File: config.mk
export PLATFORM = sky130hd
export DESIGN_NAME = charger_stage_controller
export DESIGN_NICKNAME = d
export VERILOG_FILES = /design/src/sv/csc_pkg.sv /design/src/sv/csc_front.sv /design/src/sv/csc_queue.sv /design/src/sv/csc_back.sv /design/src/sv/charger_stage_controller.sv
export SDC_FILE = /design/constraint.sdc
export NUM_CORES = 1
export LEC_CHECK = 0
export ABC_AREA = 0
export BUFFER_PORTS_ARGS = -buffer_cell sky130_fd_sc_hd__buf_2
export CORE_MARGIN = 4
export CORE_UTILIZATION = 50
export DETAILED_ROUTE_END_ITERATION = 8
export PLACE_DENSITY = 0.72
export SKIP_CTS_REPAIR_TIMING = 1
export SLEW_MARGIN = 20
export SYNTH_ARGS = -nofsm -noshare
export SYNTH_HDL_FRONTEND = slang
export SYNTH_SLANG_ARGS = --single-unit
File: constraint.sdc
create_clock -name clk -period 5.21 [get_ports clk]
set_input_delay 0.7815 -clock clk [delete_from_list [all_inputs] [get_ports clk]]
set_output_delay 0.7815 -clock clk [all_outputs]
set_load 0.1 [all_outputs]
File: src/sv/csc_pkg.sv
// ----------------------------------------------------------------------------
// csc_pkg
// Shared types and constants of the charger stage controller.
// ----------------------------------------------------------------------------
package csc_pkg;

    localparam int CFG_W     = 16;   // threshold register width
    localparam int CFG_IDX_W = 3;    // config index width
    localparam int MODE_W    = 3;    // charge mode width
    localparam int PCT_W     = 7;    // percentage width
    localparam int PCT_MAX   = 100;  // percentage clamp
    localparam int PCT_SCALE = 100;  // percentage full-scale multiplier
    localparam int PCT_SCALE_W = 7;  // bits that hold PCT_SCALE

    // register reset values
    localparam logic [CFG_W-1:0] WAKE_RST      = 16'd500;
    localparam logic [CFG_W-1:0] PRE_RST       = 16'd10500;
    localparam logic [CFG_W-1:0] PRE_HYST_RST  = 16'd200;
    localparam logic [CFG_W-1:0] FLOAT_RST     = 16'd13800;
    localparam logic [CFG_W-1:0] FLOAT_HYST_RST = 16'd200;
    localparam logic [CFG_W-1:0] COLLAPSE_RST  = 16'd300;

    // configuration register map
    typedef enum logic [CFG_IDX_W-1:0] {
        CFG_WAKE,
        CFG_PRE,
        CFG_PRE_HYST,
        CFG_FLOAT,
        CFG_FLOAT_HYST,
        CFG_COLLAPSE
    } cfg_idx_t;

    // charge stage, also the charge_mode code
    typedef enum logic [MODE_W-1:0] {
        ST_IDLE,
        ST_PRE,
        ST_CHG,
        ST_FLOAT,
        ST_FAULT
    } stage_t;

    // back-end sequencer
    typedef enum logic [1:0] {
        BK_IDLE,
        BK_DIV,
        BK_DONE
    } back_state_t;

    // classification carried through the queue with each sample
    typedef struct packed {
        stage_t stage;
        logic   fault;
    } csc_tag_t;

    // a - b, floored at zero
    function automatic logic [CFG_W-1:0] sub_floor0(input logic [CFG_W-1:0] a,
                                                     input logic [CFG_W-1:0] b);
        sub_floor0 = (a > b) ? (a - b) : '0;
    endfunction

endpackage

File: src/sv/csc_front.sv
// ----------------------------------------------------------------------------
// csc_front
// Config registers, sample intake and stage classification.
// ----------------------------------------------------------------------------
module csc_front
    import csc_pkg::*;
#(
    parameter int VOLTAGE_BITS = 16
)
(
    input  logic                    clk,
    input  logic                    rst_n,
    // configuration
    input  logic                    cfg_valid,
    input  logic [CFG_IDX_W-1:0]    cfg_index,
    input  logic [CFG_W-1:0]        cfg_data,
    // sample intake
    input  logic                    in_valid,
    output logic                    in_ready,
    input  logic                    fault_active,
    input  logic [VOLTAGE_BITS-1:0] voltage_mv,
    // queue push side
    input  logic                    q_full,
    output logic                    q_push,
    output csc_tag_t                q_tag,
    output logic [VOLTAGE_BITS-1:0] q_volt,
    // full-scale value for the back end
    output logic [CFG_W-1:0]        float_mv
);

    localparam int CMP_W = (VOLTAGE_BITS > CFG_W) ? VOLTAGE_BITS : CFG_W;

    logic [CFG_W-1:0] wake_reg, pre_reg, pre_hyst_reg;
    logic [CFG_W-1:0] float_reg, float_hyst_reg, collapse_reg;
    stage_t           stage_reg, stage_next;

    logic [CMP_W-1:0] v_ext;
    logic [CMP_W-1:0] wake_ext, pre_ext, pre_lo_ext, float_ext, chg_lo_ext, flt_lo_ext;
    logic             accept;

    // configuration register file; unknown indexes are dropped
    always_ff @(posedge clk or negedge rst_n)
    begin
        if (!rst_n)
        begin
            wake_reg       <= WAKE_RST;
            pre_reg        <= PRE_RST;
            pre_hyst_reg   <= PRE_HYST_RST;
            float_reg      <= FLOAT_RST;
            float_hyst_reg <= FLOAT_HYST_RST;
            collapse_reg   <= COLLAPSE_RST;
        end
        else if (cfg_valid)
        begin
            case (cfg_idx_t'(cfg_index))
                CFG_WAKE:       wake_reg       <= cfg_data;
                CFG_PRE:        pre_reg        <= cfg_data;
                CFG_PRE_HYST:   pre_hyst_reg   <= cfg_data;
                CFG_FLOAT:      float_reg      <= cfg_data;
                CFG_FLOAT_HYST: float_hyst_reg <= cfg_data;
                CFG_COLLAPSE:   collapse_reg   <= cfg_data;
                default:        ;
            endcase
        end
    end

    assign float_mv = float_reg;

    // thresholds, widened to a common compare width
    assign v_ext      = CMP_W'(voltage_mv);
    assign wake_ext   = CMP_W'(wake_reg);
    assign pre_ext    = CMP_W'(pre_reg);
    assign pre_lo_ext = CMP_W'(sub_floor0(pre_reg, pre_hyst_reg));
    assign float_ext  = CMP_W'(float_reg);
    assign chg_lo_ext = CMP_W'(sub_floor0(float_reg, float_hyst_reg));
    assign flt_lo_ext = CMP_W'(sub_floor0(float_reg, collapse_reg));

    // stage transition for the sample at the input
    always_comb
    begin
        stage_next = stage_reg;
        if (fault_active)
        begin
            stage_next = ST_FAULT;
        end
        else
        begin
            case (stage_reg)
                ST_IDLE:
                begin
                    if (v_ext > wake_ext)
                        stage_next = ST_PRE;
                end
                ST_PRE:
                begin
                    if (v_ext > pre_ext)
                        stage_next = ST_CHG;
                    else if (v_ext < pre_lo_ext)
                        stage_next = ST_IDLE;
                end
                ST_CHG:
                begin
                    if (v_ext > float_ext)
                        stage_next = ST_FLOAT;
                    else if (v_ext < chg_lo_ext)
                        stage_next = ST_PRE;
                end
                ST_FLOAT:
                begin
                    if (v_ext < flt_lo_ext)
                        stage_next = ST_CHG;
                end
                default: stage_next = ST_FAULT;  // latched fault
            endcase
        end
    end

    // intake handshake: take a sample whenever the queue has room
    assign in_ready = !q_full;
    assign accept   = in_valid && in_ready;

    always_ff @(posedge clk or negedge rst_n)
    begin
        if (!rst_n)
            stage_reg <= ST_IDLE;
        else if (accept)
            stage_reg <= stage_next;
    end

    assign q_push      = accept;
    assign q_tag.stage = stage_next;
    assign q_tag.fault = fault_active;
    assign q_volt      = voltage_mv;

endmodule

File: src/sv/csc_queue.sv
// ----------------------------------------------------------------------------
// csc_queue
// Small first-in first-out buffer between front and back end.
// ----------------------------------------------------------------------------
module csc_queue
    import csc_pkg::*;
#(
    parameter int DATA_W = 20,
    parameter int DEPTH  = 2
)
(
    input  logic              clk,
    input  logic              rst_n,
    input  logic              push,
    input  logic [DATA_W-1:0] wdata,
    output logic              full,
    input  logic              pop,
    output logic              not_empty,
    output logic [DATA_W-1:0] rdata
);

    localparam int PTR_W = (DEPTH > 1) ? $clog2(DEPTH) : 1;
    localparam int CNT_W = $clog2(DEPTH + 1);

    logic [DATA_W-1:0] mem_reg [DEPTH];
    logic [PTR_W-1:0]  wr_ptr_reg, rd_ptr_reg;
    logic [CNT_W-1:0]  count_reg;

    function automatic logic [PTR_W-1:0] ptr_inc(input logic [PTR_W-1:0] p);
        ptr_inc = (p == PTR_W'(DEPTH - 1)) ? '0 : p + 1'b1;
    endfunction

    assign full      = (count_reg == CNT_W'(DEPTH));
    assign not_empty = (count_reg != '0);
    assign rdata     = mem_reg[rd_ptr_reg];

    // storage
    always_ff @(posedge clk)
    begin
        if (push)
            mem_reg[wr_ptr_reg] <= wdata;
    end

    // pointers and fill level
    always_ff @(posedge clk or negedge rst_n)
    begin
        if (!rst_n)
        begin
            wr_ptr_reg <= '0;
            rd_ptr_reg <= '0;
            count_reg  <= '0;
        end
        else
        begin
            if (push)
                wr_ptr_reg <= ptr_inc(wr_ptr_reg);
            if (pop)
                rd_ptr_reg <= ptr_inc(rd_ptr_reg);
            if (push && !pop)
                count_reg <= count_reg + 1'b1;
            else if (pop && !push)
                count_reg <= count_reg - 1'b1;
        end
    end

endmodule

File: src/sv/csc_back.sv
// ----------------------------------------------------------------------------
// csc_back
// Percentage divider, held percentage and result register.
// ----------------------------------------------------------------------------
module csc_back
    import csc_pkg::*;
#(
    parameter int VOLTAGE_BITS = 16
)
(
    input  logic                    clk,
    input  logic                    rst_n,
    // queue pop side
    input  logic                    q_not_empty,
    input  csc_tag_t                q_tag,
    input  logic [VOLTAGE_BITS-1:0] q_volt,
    output logic                    q_pop,
    // full-scale value
    input  logic [CFG_W-1:0]        float_mv,
    // result channel
    output logic                    out_valid,
    input  logic                    out_ready,
    output logic [MODE_W-1:0]       charge_mode,
    output logic [PCT_W-1:0]        battery_pct
);

    // numerator voltage*100 needs 7 extra bits
    localparam int NUM_W = VOLTAGE_BITS + PCT_SCALE_W;
    localparam int CNT_W = $clog2(NUM_W);

    back_state_t       state_reg, state_next;
    stage_t            mode_reg, mode_next;
    logic              fault_reg, fault_next;
    logic [NUM_W-1:0]  num_reg, num_next;
    logic [NUM_W-1:0]  quo_reg, quo_next;
    logic [CFG_W-1:0]  rem_reg, rem_next;
    logic [CNT_W-1:0]  cnt_reg, cnt_next;
    logic [PCT_W-1:0]  pct_held_reg, pct_held_next;
    logic              out_valid_reg, out_valid_next;
    logic [MODE_W-1:0] mode_out_reg, mode_out_next;
    logic [PCT_W-1:0]  pct_out_reg, pct_out_next;

    logic [CFG_W:0]    trial;
    logic              trial_ge;
    logic [PCT_W-1:0]  pct_calc;
    logic              out_free;

    // one restoring-division step
    assign trial    = {rem_reg, num_reg[NUM_W-1]};
    assign trial_ge = (trial >= {1'b0, float_mv});

    // clamp the quotient; a zero divisor gives all ones and clamps too
    assign pct_calc = (quo_reg > NUM_W'(PCT_MAX)) ? PCT_W'(PCT_MAX) : quo_reg[PCT_W-1:0];

    assign out_free = !out_valid_reg || out_ready;

    // sequencer and datapath next values
    always_comb
    begin
        state_next     = state_reg;
        mode_next      = mode_reg;
        fault_next     = fault_reg;
        num_next       = num_reg;
        quo_next       = quo_reg;
        rem_next       = rem_reg;
        cnt_next       = cnt_reg;
        pct_held_next  = pct_held_reg;
        out_valid_next = out_valid_reg;
        mode_out_next  = mode_out_reg;
        pct_out_next   = pct_out_reg;
        q_pop          = 1'b0;

        if (out_valid_reg && out_ready)
            out_valid_next = 1'b0;

        case (state_reg)
            BK_IDLE:
            begin
                if (q_not_empty)
                begin
                    q_pop      = 1'b1;
                    mode_next  = q_tag.stage;
                    fault_next = q_tag.fault;
                    num_next   = NUM_W'(q_volt) * NUM_W'(PCT_SCALE);
                    quo_next   = '0;
                    rem_next   = '0;
                    cnt_next   = '0;
                    state_next = q_tag.fault ? BK_DONE : BK_DIV;
                end
            end
            BK_DIV:
            begin
                num_next = {num_reg[NUM_W-2:0], 1'b0};
                quo_next = {quo_reg[NUM_W-2:0], trial_ge};
                rem_next = trial_ge ? CFG_W'(trial - {1'b0, float_mv}) : trial[CFG_W-1:0];
                cnt_next = cnt_reg + 1'b1;
                if (cnt_reg == CNT_W'(NUM_W - 1))
                    state_next = BK_DONE;
            end
            BK_DONE:
            begin
                if (out_free)
                begin
                    out_valid_next = 1'b1;
                    mode_out_next  = mode_reg;
                    if (fault_reg)
                    begin
                        pct_out_next = pct_held_reg;
                    end
                    else
                    begin
                        pct_out_next  = pct_calc;
                        pct_held_next = pct_calc;
                    end
                    state_next = BK_IDLE;
                end
            end
            default: state_next = BK_IDLE;
        endcase
    end

    // control state
    always_ff @(posedge clk or negedge rst_n)
    begin
        if (!rst_n)
        begin
            state_reg     <= BK_IDLE;
            out_valid_reg <= 1'b0;
            pct_held_reg  <= '0;
        end
        else
        begin
            state_reg     <= state_next;
            out_valid_reg <= out_valid_next;
            pct_held_reg  <= pct_held_next;
        end
    end

    // payload
    always_ff @(posedge clk)
    begin
        mode_reg     <= mode_next;
        fault_reg    <= fault_next;
        num_reg      <= num_next;
        quo_reg      <= quo_next;
        rem_reg      <= rem_next;
        cnt_reg      <= cnt_next;
        mode_out_reg <= mode_out_next;
        pct_out_reg  <= pct_out_next;
    end

    assign out_valid   = out_valid_reg;
    assign charge_mode = mode_out_reg;
    assign battery_pct = pct_out_reg;

endmodule

File: src/sv/charger_stage_controller.sv
// A battery voltage sample (voltage_mv, low VOLTAGE_BITS bits) and a fault flag go in; one
// transaction comes out per sample with the charge mode (0 idle, 1 precharge, 2 charging,
// 3 float, 4 fault, latched until reset) and floor(voltage*100/float_mv) clamped to 100,
// held at its last value for samples that carry the fault flag. The front end updates the
// stage as it takes a sample and parks it in a two-entry queue, so samples are taken while
// the back end is busy. The back end runs a bit-serial restoring divider: a sample without
// fault is loaded, divided one quotient bit per cycle and its result registered when the
// output is free; a fault sample skips the division. Sustained throughput is set by the
// divider. Thresholds are written on the cfg port (index 0 wake, 1 precharge, 2 precharge
// hysteresis, 3 float, 4 float hysteresis, 5 collapse) by the user, only while the block
// is idle (not enforced by the block); cfg_ready is always high, unknown indexes ignored.
// ----------------------------------------------------------------------------
// charger_stage_controller
// Battery charger stage controller with percentage estimate.
// ----------------------------------------------------------------------------
module charger_stage_controller
    import csc_pkg::*;
#(
    parameter int VOLTAGE_BITS = 16
)
(
    input  logic                    clk,
    input  logic                    rst_n,
    // configuration
    input  logic                    cfg_valid,
    output logic                    cfg_ready,
    input  logic [CFG_IDX_W-1:0]    cfg_index,
    input  logic [CFG_W-1:0]        cfg_data,
    // samples
    input  logic                    in_valid,
    output logic                    in_ready,
    input  logic                    fault_active,
    input  logic [VOLTAGE_BITS-1:0] voltage_mv,
    // results
    output logic                    out_valid,
    input  logic                    out_ready,
    output logic [MODE_W-1:0]       charge_mode,
    output logic [PCT_W-1:0]        battery_pct
);

    localparam int TAG_W = $bits(csc_tag_t);
    localparam int Q_W   = TAG_W + VOLTAGE_BITS;

    logic                    q_full, q_push, q_pop, q_not_empty;
    csc_tag_t                push_tag, pop_tag;
    logic [VOLTAGE_BITS-1:0] push_volt, pop_volt;
    logic [Q_W-1:0]          q_rdata;
    logic [CFG_W-1:0]        float_mv;

    assign cfg_ready = 1'b1;

    csc_front #(
        .VOLTAGE_BITS (VOLTAGE_BITS)
    ) u_front (
        .clk          (clk),
        .rst_n        (rst_n),
        .cfg_valid    (cfg_valid),
        .cfg_index    (cfg_index),
        .cfg_data     (cfg_data),
        .in_valid     (in_valid),
        .in_ready     (in_ready),
        .fault_active (fault_active),
        .voltage_mv   (voltage_mv),
        .q_full       (q_full),
        .q_push       (q_push),
        .q_tag        (push_tag),
        .q_volt       (push_volt),
        .float_mv     (float_mv)
    );

    csc_queue #(
        .DATA_W (Q_W),
        .DEPTH  (2)
    ) u_queue (
        .clk       (clk),
        .rst_n     (rst_n),
        .push      (q_push),
        .wdata     ({push_tag, push_volt}),
        .full      (q_full),
        .pop       (q_pop),
        .not_empty (q_not_empty),
        .rdata     (q_rdata)
    );

    assign pop_tag  = csc_tag_t'(q_rdata[Q_W-1:VOLTAGE_BITS]);
    assign pop_volt = q_rdata[VOLTAGE_BITS-1:0];

    csc_back #(
        .VOLTAGE_BITS (VOLTAGE_BITS)
    ) u_back (
        .clk         (clk),
        .rst_n       (rst_n),
        .q_not_empty (q_not_empty),
        .q_tag       (pop_tag),
        .q_volt      (pop_volt),
        .q_pop       (q_pop),
        .float_mv    (float_mv),
        .out_valid   (out_valid),
        .out_ready   (out_ready),
        .charge_mode (charge_mode),
        .battery_pct (battery_pct)
    );

endmodule

==> results.py, run 1 <==
metrics = {
    "run_status": {
        "status": "complete, no violations",
    },
    "critical_path": {
        "crit_chain": "buf_4 -> mux2i_1 -> inv_1 -> ha_1 -> ha_1 -> inv_1 -> fa_1 -> inv_1 -> ha_1 -> a21oi_1 -> o32ai_1 -> o2111ai_1 -> nand3_1 -> o41a_1 -> xnor2_1 -> o21ai_1",
        "rrSetupSlack_ns": 0.56,
        "r2r-end": "u_back.num_reg[22]",
        "cp_max_fo": 11,
        "cp-startpoint": "u_queue.rd_ptr_reg",
        "endpoint": "u_back.num_reg[22]",
        "reg2reg_depth": 16,
        "critPathLaunchType": "flip-flop",
        "worstPathArrival_ns": 4.92,
        "max_stage_delay_ns": 0.65,
        "crit_slowest_cell": "dfrtp_1",
        "endpoint_kind": "flip-flop",
        "worstSetupPathType": "flip-flop to flip-flop",
        "worstReg2RegStart": "u_queue.rd_ptr_reg",
        "cp.required_ns": 5.48,
    },
    "die": {
        "io_pins": 54,
        "die_area_um2": 34580,
        "start_util": 0.5123,
        "rows": 64,
        "dieHeight_um": 186.0,
        "die_w_um": 186.0,
        "core-area_um2": 30910,
    },
    "sta": {
        "clock.fmax_mhz": 215.2,
        "setup_tns_ns": 0,
        "hold_violations": 0,
        "finClkSkew_ns": 0.01933,
        "relSlewSlack": 0.3238,
        "max_slew.worst_pin.slew_ns": 1.009,
        "rsz0062_at_grt": "false",
        "period_needed_ns": 4.647,
        "final-max-slew-violation-count": 0,
        "min_period_over_period": 0.8920,
        "setup_violations": 0,
    },
    "route": {
        "ant_nets": 0,
        "vias_per_cell": 5.749,
        "first_iter_violations": 816,
        "drcViolationCount": 0,
        "firstDrtPassIters": 5,
        "wl_per_cell_um": 18.12,
        "drt_wl_total_um": 37430,
        "route.vias.total": 11880,
    },
    "layout": {
        "final_cells": 2066,
        "final_common_cell": "ha_1",
        "drive_above_1_share": 0.1240,
        "fillerInstances": 2644,
        "final_area_um2": 17460,
        "area_growth_pct": 10.26,
        "largest_reg_flops": 40,
        "final_nets": 1918,
        "final_cell_mix": "ha_1 (212), inv_1 (172), nand2_1 (162)",
        "diodes": 0,
    },
    "clock_tree": {
        "clkTransAtPathRegs_ns": 0.06,
        "cts_buffers": 27,
        "clk_latency_ns": 0.54,
        "cts_buffer_depth": 3,
        "cts_root_buffer": "clkbuf_16",
        "ctsHtreeMaxLevel": 1,
        "clkSinkCount": 232,
        "cts_tree": "done",
    },
    "global_routing": {
        "gr-total-overflow": 0,
        "grt_pass1_vias": 11830,
        "antenna_found_initial": 1,
        "grt_max_degree": 65,
        "track_usage": 0.2211,
        "grt_pass1_wl_um": 61420,
    },
    "power_and_ir_drop": {
        "leakage_nw": 7.762,
        "irDropWorstVdd_uv": 392.4,
        "power_density_nw_per_um2": 700.6,
    },
    "synthesis": {
        "ys_seq_area_frac": 0.4064,
        "syn_area_per_cell_um2": 9.953,
        "ys_warn_count": 0,
        "syn_area_um2": 15840,
        "syn-num-nets": 1859,
        "async_flop_share": 0.4871,
        "syn_inst": 1591,
        "ys_ff_latch": 232,
        "synth.distinct_cells": 74,
        "synth-edff-count": 119,
        "synth_flop_cell": "edfxtp_1",
    },
    "worst_hold_path": {
        "min_path_type": "input pin to async pin",
    },
    "placed_design": {
        "place_area_um2": 16570,
        "dp_hpwl_um": 27620,
        "placed_cells": 2017,
        "io_buffers": 52,
        "place_congestion": 0.9144,
    },
    "flow_run": {
        "maxCapViolCount": 0,
    },
}
[synth_stat cells, drive strengths merged, types with 28 or more instances]
cell type	count	share of area
inv	172	0.041
nor3	28	0.0088
nand4	38	0.015
a21oi	85	0.027
xnor2	41	0.023
nand2	162	0.038
ha	212	0.17
o21ai	117	0.037
mux2	48	0.034
dfstp	28	0.046
nor2	100	0.024
clkbuf	29	0.0069
a21o	39	0.019
edfxtp	119	0.23
dfrtp	85	0.13
[worst max-delay path, delay by kind of cell, from the launching register on]
| kind | cells | cell delay [ns] |
|---|---|---|
| compound gates | 5 | 1.12 |
| xor+xnor | 1 | 0.19 |
| fa+ha+maj | 4 | 1.44 |
| buf+inv | 4 | 0.52 |
| flops | 1 | 0.65 |
| mux | 1 | 0.36 |
| simple gates | 1 | 0.11 |
[metal layers]
layer | wire, um | up-vias | global-route usage
li1 | - | 5798 | -
met5 | 13 | - | 0
met4 | 1037 | 2 | 0.05538
met2 | 17390 | 328 | 0.3686
met3 | 2089 | 68 | 0.02384
met1 | 16900 | 5681 | 0.3108
[area by class of cell]
class                   count  area [um2]  area share
multi-input cells        1152        8632      0.4944
flip-flops and latches    232        6436      0.3686
clock buffers              35       735.7     0.04214
inverters                 173       649.4     0.03719
well taps                 396       495.5     0.02838
repair buffers             64       352.8     0.02021
clock inverters            14       158.9    0.009101
[logic make-up (layout without fill, tap and decap cells)]
| logic type | count (synthesis) | in the layout | synth area share |
|---|---|---|---|
| AO/OA/AOI/OAI | 347 | 347 | 0.1407 |
| flip-flops | 232 | 232 | 0.4064 |
| buffers and inverters | 207 | 286 | 0.05033 |
| adder cells (fa/ha/maj) | 227 | 227 | 0.1865 |
| multiplexers | 70 | 70 | 0.04804 |
| other | 1 | 1 | 0.0002368 |
| XOR/XNOR | 65 | 65 | 0.03595 |
| AND/OR/NAND/NOR | 442 | 442 | 0.1318 |
[per-stage QoR]
stage | util | setup WS, ns | hold slack, ns | power, mW
final | 0.5649 | 0.5625 | 0.3532 | 12.23
after detailed placement | 0.5359 | 0.5719 | 0.4390 | 10.27
after global placement | 0.5359 | 0.7428 | 0.4424 | 10.07
after floorplan | - | 0.4990 | 0.4003 | 8.801
after CTS | 0.5649 | 0.5470 | 0.3608 | 12.26
after global routing | 0.5649 | 0.2530 | 0.4152 | 13.46
[worst min-delay path by stage]
stage | end | startpoint | cells past startpoint | slack, ns
3_3_place_gp | u_back.charge_mode[0] | u_back.mode_reg[0] | 0 | 0.44
6_report | u_front.pre_hyst_reg[1] | rst_n | 1 | 0.35
2_1_floorplan | u_back.charge_mode[0] | u_back.mode_reg[0] | 0 | 0.40
3_5_place_dp | u_back.charge_mode[0] | u_back.mode_reg[0] | 0 | 0.44
4_1_cts | u_front.pre_hyst_reg[11] | rst_n | 1 | 0.36
5_1_grt | u_front.pre_hyst_reg[11] | rst_n | 1 | 0.42
[power breakdown]
group / internal, mW / leakage [nW] / switching, mW
logic: 2.99 / 4.85 / 4.17
clock network: 1.14 / 0.435 / 0.766
registers: 2.84 / 2.48 / 0.325
total: 6.97 / 7.76 / 5.26
No activity file was read; power rests on OpenSTA's default activity.
==> inputs of run 2 (changes only) <==
Settings changed: CORE_ASPECT_RATIO set to 0.7, PLACE_DENSITY 0.72 to not set, PLACE_DENSITY_LB_ADDON set to 0.12.
==> run 2 against run 1 <==
Sequential cell count unchanged. First-iteration DRC count increased by 30%. Sequential share of layout area decreased by 0.068 points. Combinational power about the same. Die area increased by 0.13%. Non-clock buffer count increased by 2. Final cell count increased by 1.2%. Wire length increased by 4.0%. Power decreased by 0.17%. Worst hold slack got worse by 0.22 ns. Sequential power about the same. Largest cell class unchanged.
==> results.py, run 2 (synthesis results as in run 1) <==
metrics = {
    "die": {
        "core-area_um2": 31210,
        "io_pins": 54,
        "die_area_um2": 34630,
        "rows": 54,
        "die_w_um": 220.7,
        "dieHeight_um": 156.9,
        "start_util": 0.5073,
    },
    "power_and_ir_drop": {
        "power.total_mw": 12.21,
        "switching_share": 0.4331,
        "power_frac_seq": 0.258,
        "leakage_nw": 7.768,
        "p_sw_mw": 5.289,
        "combPwrFrac": 0.587,
        "irDropWorstVdd_uv": 541.7,
        "power_density_nw_per_um2": 698.1,
        "p_int_mw": 6.923,
        "pwr-share-clk": 0.154,
    },
    "sta": {
        "holdWs_ns": 0.1372,
        "max_slew.worst_pin.slew_ns": 1.127,
        "min_period_over_period": 0.9059,
        "finClkSkew_ns": 0.01062,
        "clock.fmax_mhz": 211.9,
        "setup_tns_ns": 0,
        "rsz0062_at_grt": "false",
        "worst_slack_ns": 0.4904,
        "final-max-slew-violation-count": 0,
        "relSlewSlack": 0.2447,
        "hold_violations": 0,
        "period_needed_ns": 4.720,
        "setup_violations": 0,
    },
    "critical_path": {
        "critical-path-top-delay-family": "adder cells",
        "critPathLaunchType": "flip-flop",
        "cp.required_ns": 5.48,
        "crit_slowest_cell": "dfrtp_1",
        "max_stage_delay_ns": 0.75,
        "worstPathArrival_ns": 4.99,
        "cp_max_fo": 14,
        "worstSetupPathType": "flip-flop to flip-flop",
        "crit_chain": "buf_4 -> mux2i_1 -> inv_1 -> ha_1 -> ha_1 -> inv_1 -> fa_1 -> inv_1 -> ha_1 -> a21oi_1 -> o32ai_1 -> o2111ai_1 -> nand3_1 -> o41a_1 -> xnor2_1 -> o21ai_1",
        "endpoint_kind": "flip-flop",
        "critPathBufInv": 4,
    },
    "clock_tree": {
        "cts_root_buffer": "clkbuf_16",
        "clk_latency_ns": 0.55,
        "ctsHtreeMaxLevel": 1,
        "cts_tree": "done",
        "cts_buffers": 26,
        "cts_buffer_depth": 3,
        "clkTransAtPathRegs_ns": 0.06,
        "clkSinkCount": 232,
    },
    "layout": {
        "largest_reg_flops": 40,
        "diodes": 0,
        "final_nets": 1919,
        "final_common_cell": "ha_1",
        "drive_above_1_share": 0.1269,
        "area_growth_pct": 10.47,
        "final_cell_mix": "ha_1 (212), inv_1 (172), nand2_1 (162)",
        "final_cells": 2091,
    },
    "placed_design": {
        "io_buffers": 52,
        "placed_cells": 2043,
        "place_ws_ns": 0.4988,
        "place_congestion": 0.9212,
        "dp_hpwl_um": 29370,
    },
    "global_routing": {
        "grt_pass1_vias": 11110,
        "grt_pass1_wl_um": 61640,
        "antenna_found_initial": 2,
        "grt_max_degree": 50,
        "track_usage": 0.2273,
        "gr-total-overflow": 0,
    },
    "worst_hold_path": {
        "min_path_type": "input pin to async pin",
    },
    "route": {
        "drt_wl_total_um": 38920,
        "drcViolationCount": 0,
        "ant_nets": 0,
        "firstDrtPassIters": 5,
        "wl_per_cell_um": 18.61,
        "first_iter_violations": 1058,
        "vias_per_cell": 5.628,
        "route.vias.total": 11770,
    },
    "run_status": {
        "status": "complete, no violations",
    },
    "flow_run": {
        "maxCapViolCount": 0,
    },
}
run 2: cell types whose count changed in the layout (fill, tap and decap cells not counted), moves of 2 or more:
cell	change
buf_4	+2
clkinv_1	-2
clkinv_4	+2
inv_6	-2
run 2: area by class of cell:
class / count / area (um2)
clock buffers: 35 / 745.7
well taps: 420 / 525.5
clock inverters: 13 / 132.6
flip-flops and latches: 232 / 6436
multi-input cells: 1152 / 8636
repair buffers: 66 / 367.9
inverters: 173 / 649.4
fillers: 2788 / 13720
run 2: worst reg2reg max path: stages (launching register included):
cell       delay, ns
dfrtp_1         0.75
buf_4           0.30
mux2i_1         0.37
inv_1           0.13
ha_1            0.31
ha_1            0.27
inv_1           0.05
fa_1            0.50
inv_1           0.04
ha_1            0.33
a21oi_1         0.28
o32ai_1         0.21
o2111ai_1       0.22
nand3_1         0.13
o41a_1          0.34
xnor2_1         0.15
o21ai_1         0.08
run 2: path summary, 6_finish.rpt:
path                                     from                   endpoint  slack, ns  cells after the start
min reg2reg                u_back.mode_reg[2]      u_back.charge_mode[2]       0.44                      0
min                                     rst_n   u_front.pre_hyst_reg[14]       0.14                      1
max reg2reg                u_queue.rd_ptr_reg         u_back.num_reg[22]       0.49                     16
max                        u_queue.rd_ptr_reg         u_back.num_reg[22]       0.49                     16
max in group asynchronous               rst_n  u_front.float_hyst_reg[2]       4.07                      2
min in group clk           u_back.mode_reg[2]      u_back.charge_mode[2]       0.44                      0
run 2: power groups by stage:
stage | clock network, mW | registers (mW) | logic, mW
6_report | 1.89 | 3.15 | 7.17
5_1_grt | 2.02 | 3.22 | 8.16
4_1_cts | 1.93 | 3.16 | 7.18
3_5_place_dp | 0 | 3.19 | 7.12
3_3_place_gp | 0 | 3.17 | 6.99
2_1_floorplan | 0 | 3.22 | 5.58
run 2: per-layer routing:
| layer | track usage | vias up | routed length, um | part of all wire |
|---|---|---|---|---|
| met3 | 0.03377 | 62 | 2319 | 0.060 |
| met5 | 0 | - | 0 | 0 |
| met2 | 0.3290 | 279 | 16130 | 0.41 |
| met4 | 0.04901 | 0 | 851 | 0.022 |
| li1 | - | 5805 | - | - |
| met1 | 0.3605 | 5623 | 19620 | 0.50 |
run 2: stage by stage:
step	util	area, um2
6_report	0.5604	17490
3_5_place_dp	0.5321	16610
5_1_grt	0.5604	17490
4_1_cts	0.5603	17490
3_3_place_gp	0.5321	16610
2_1_floorplan	-	15840
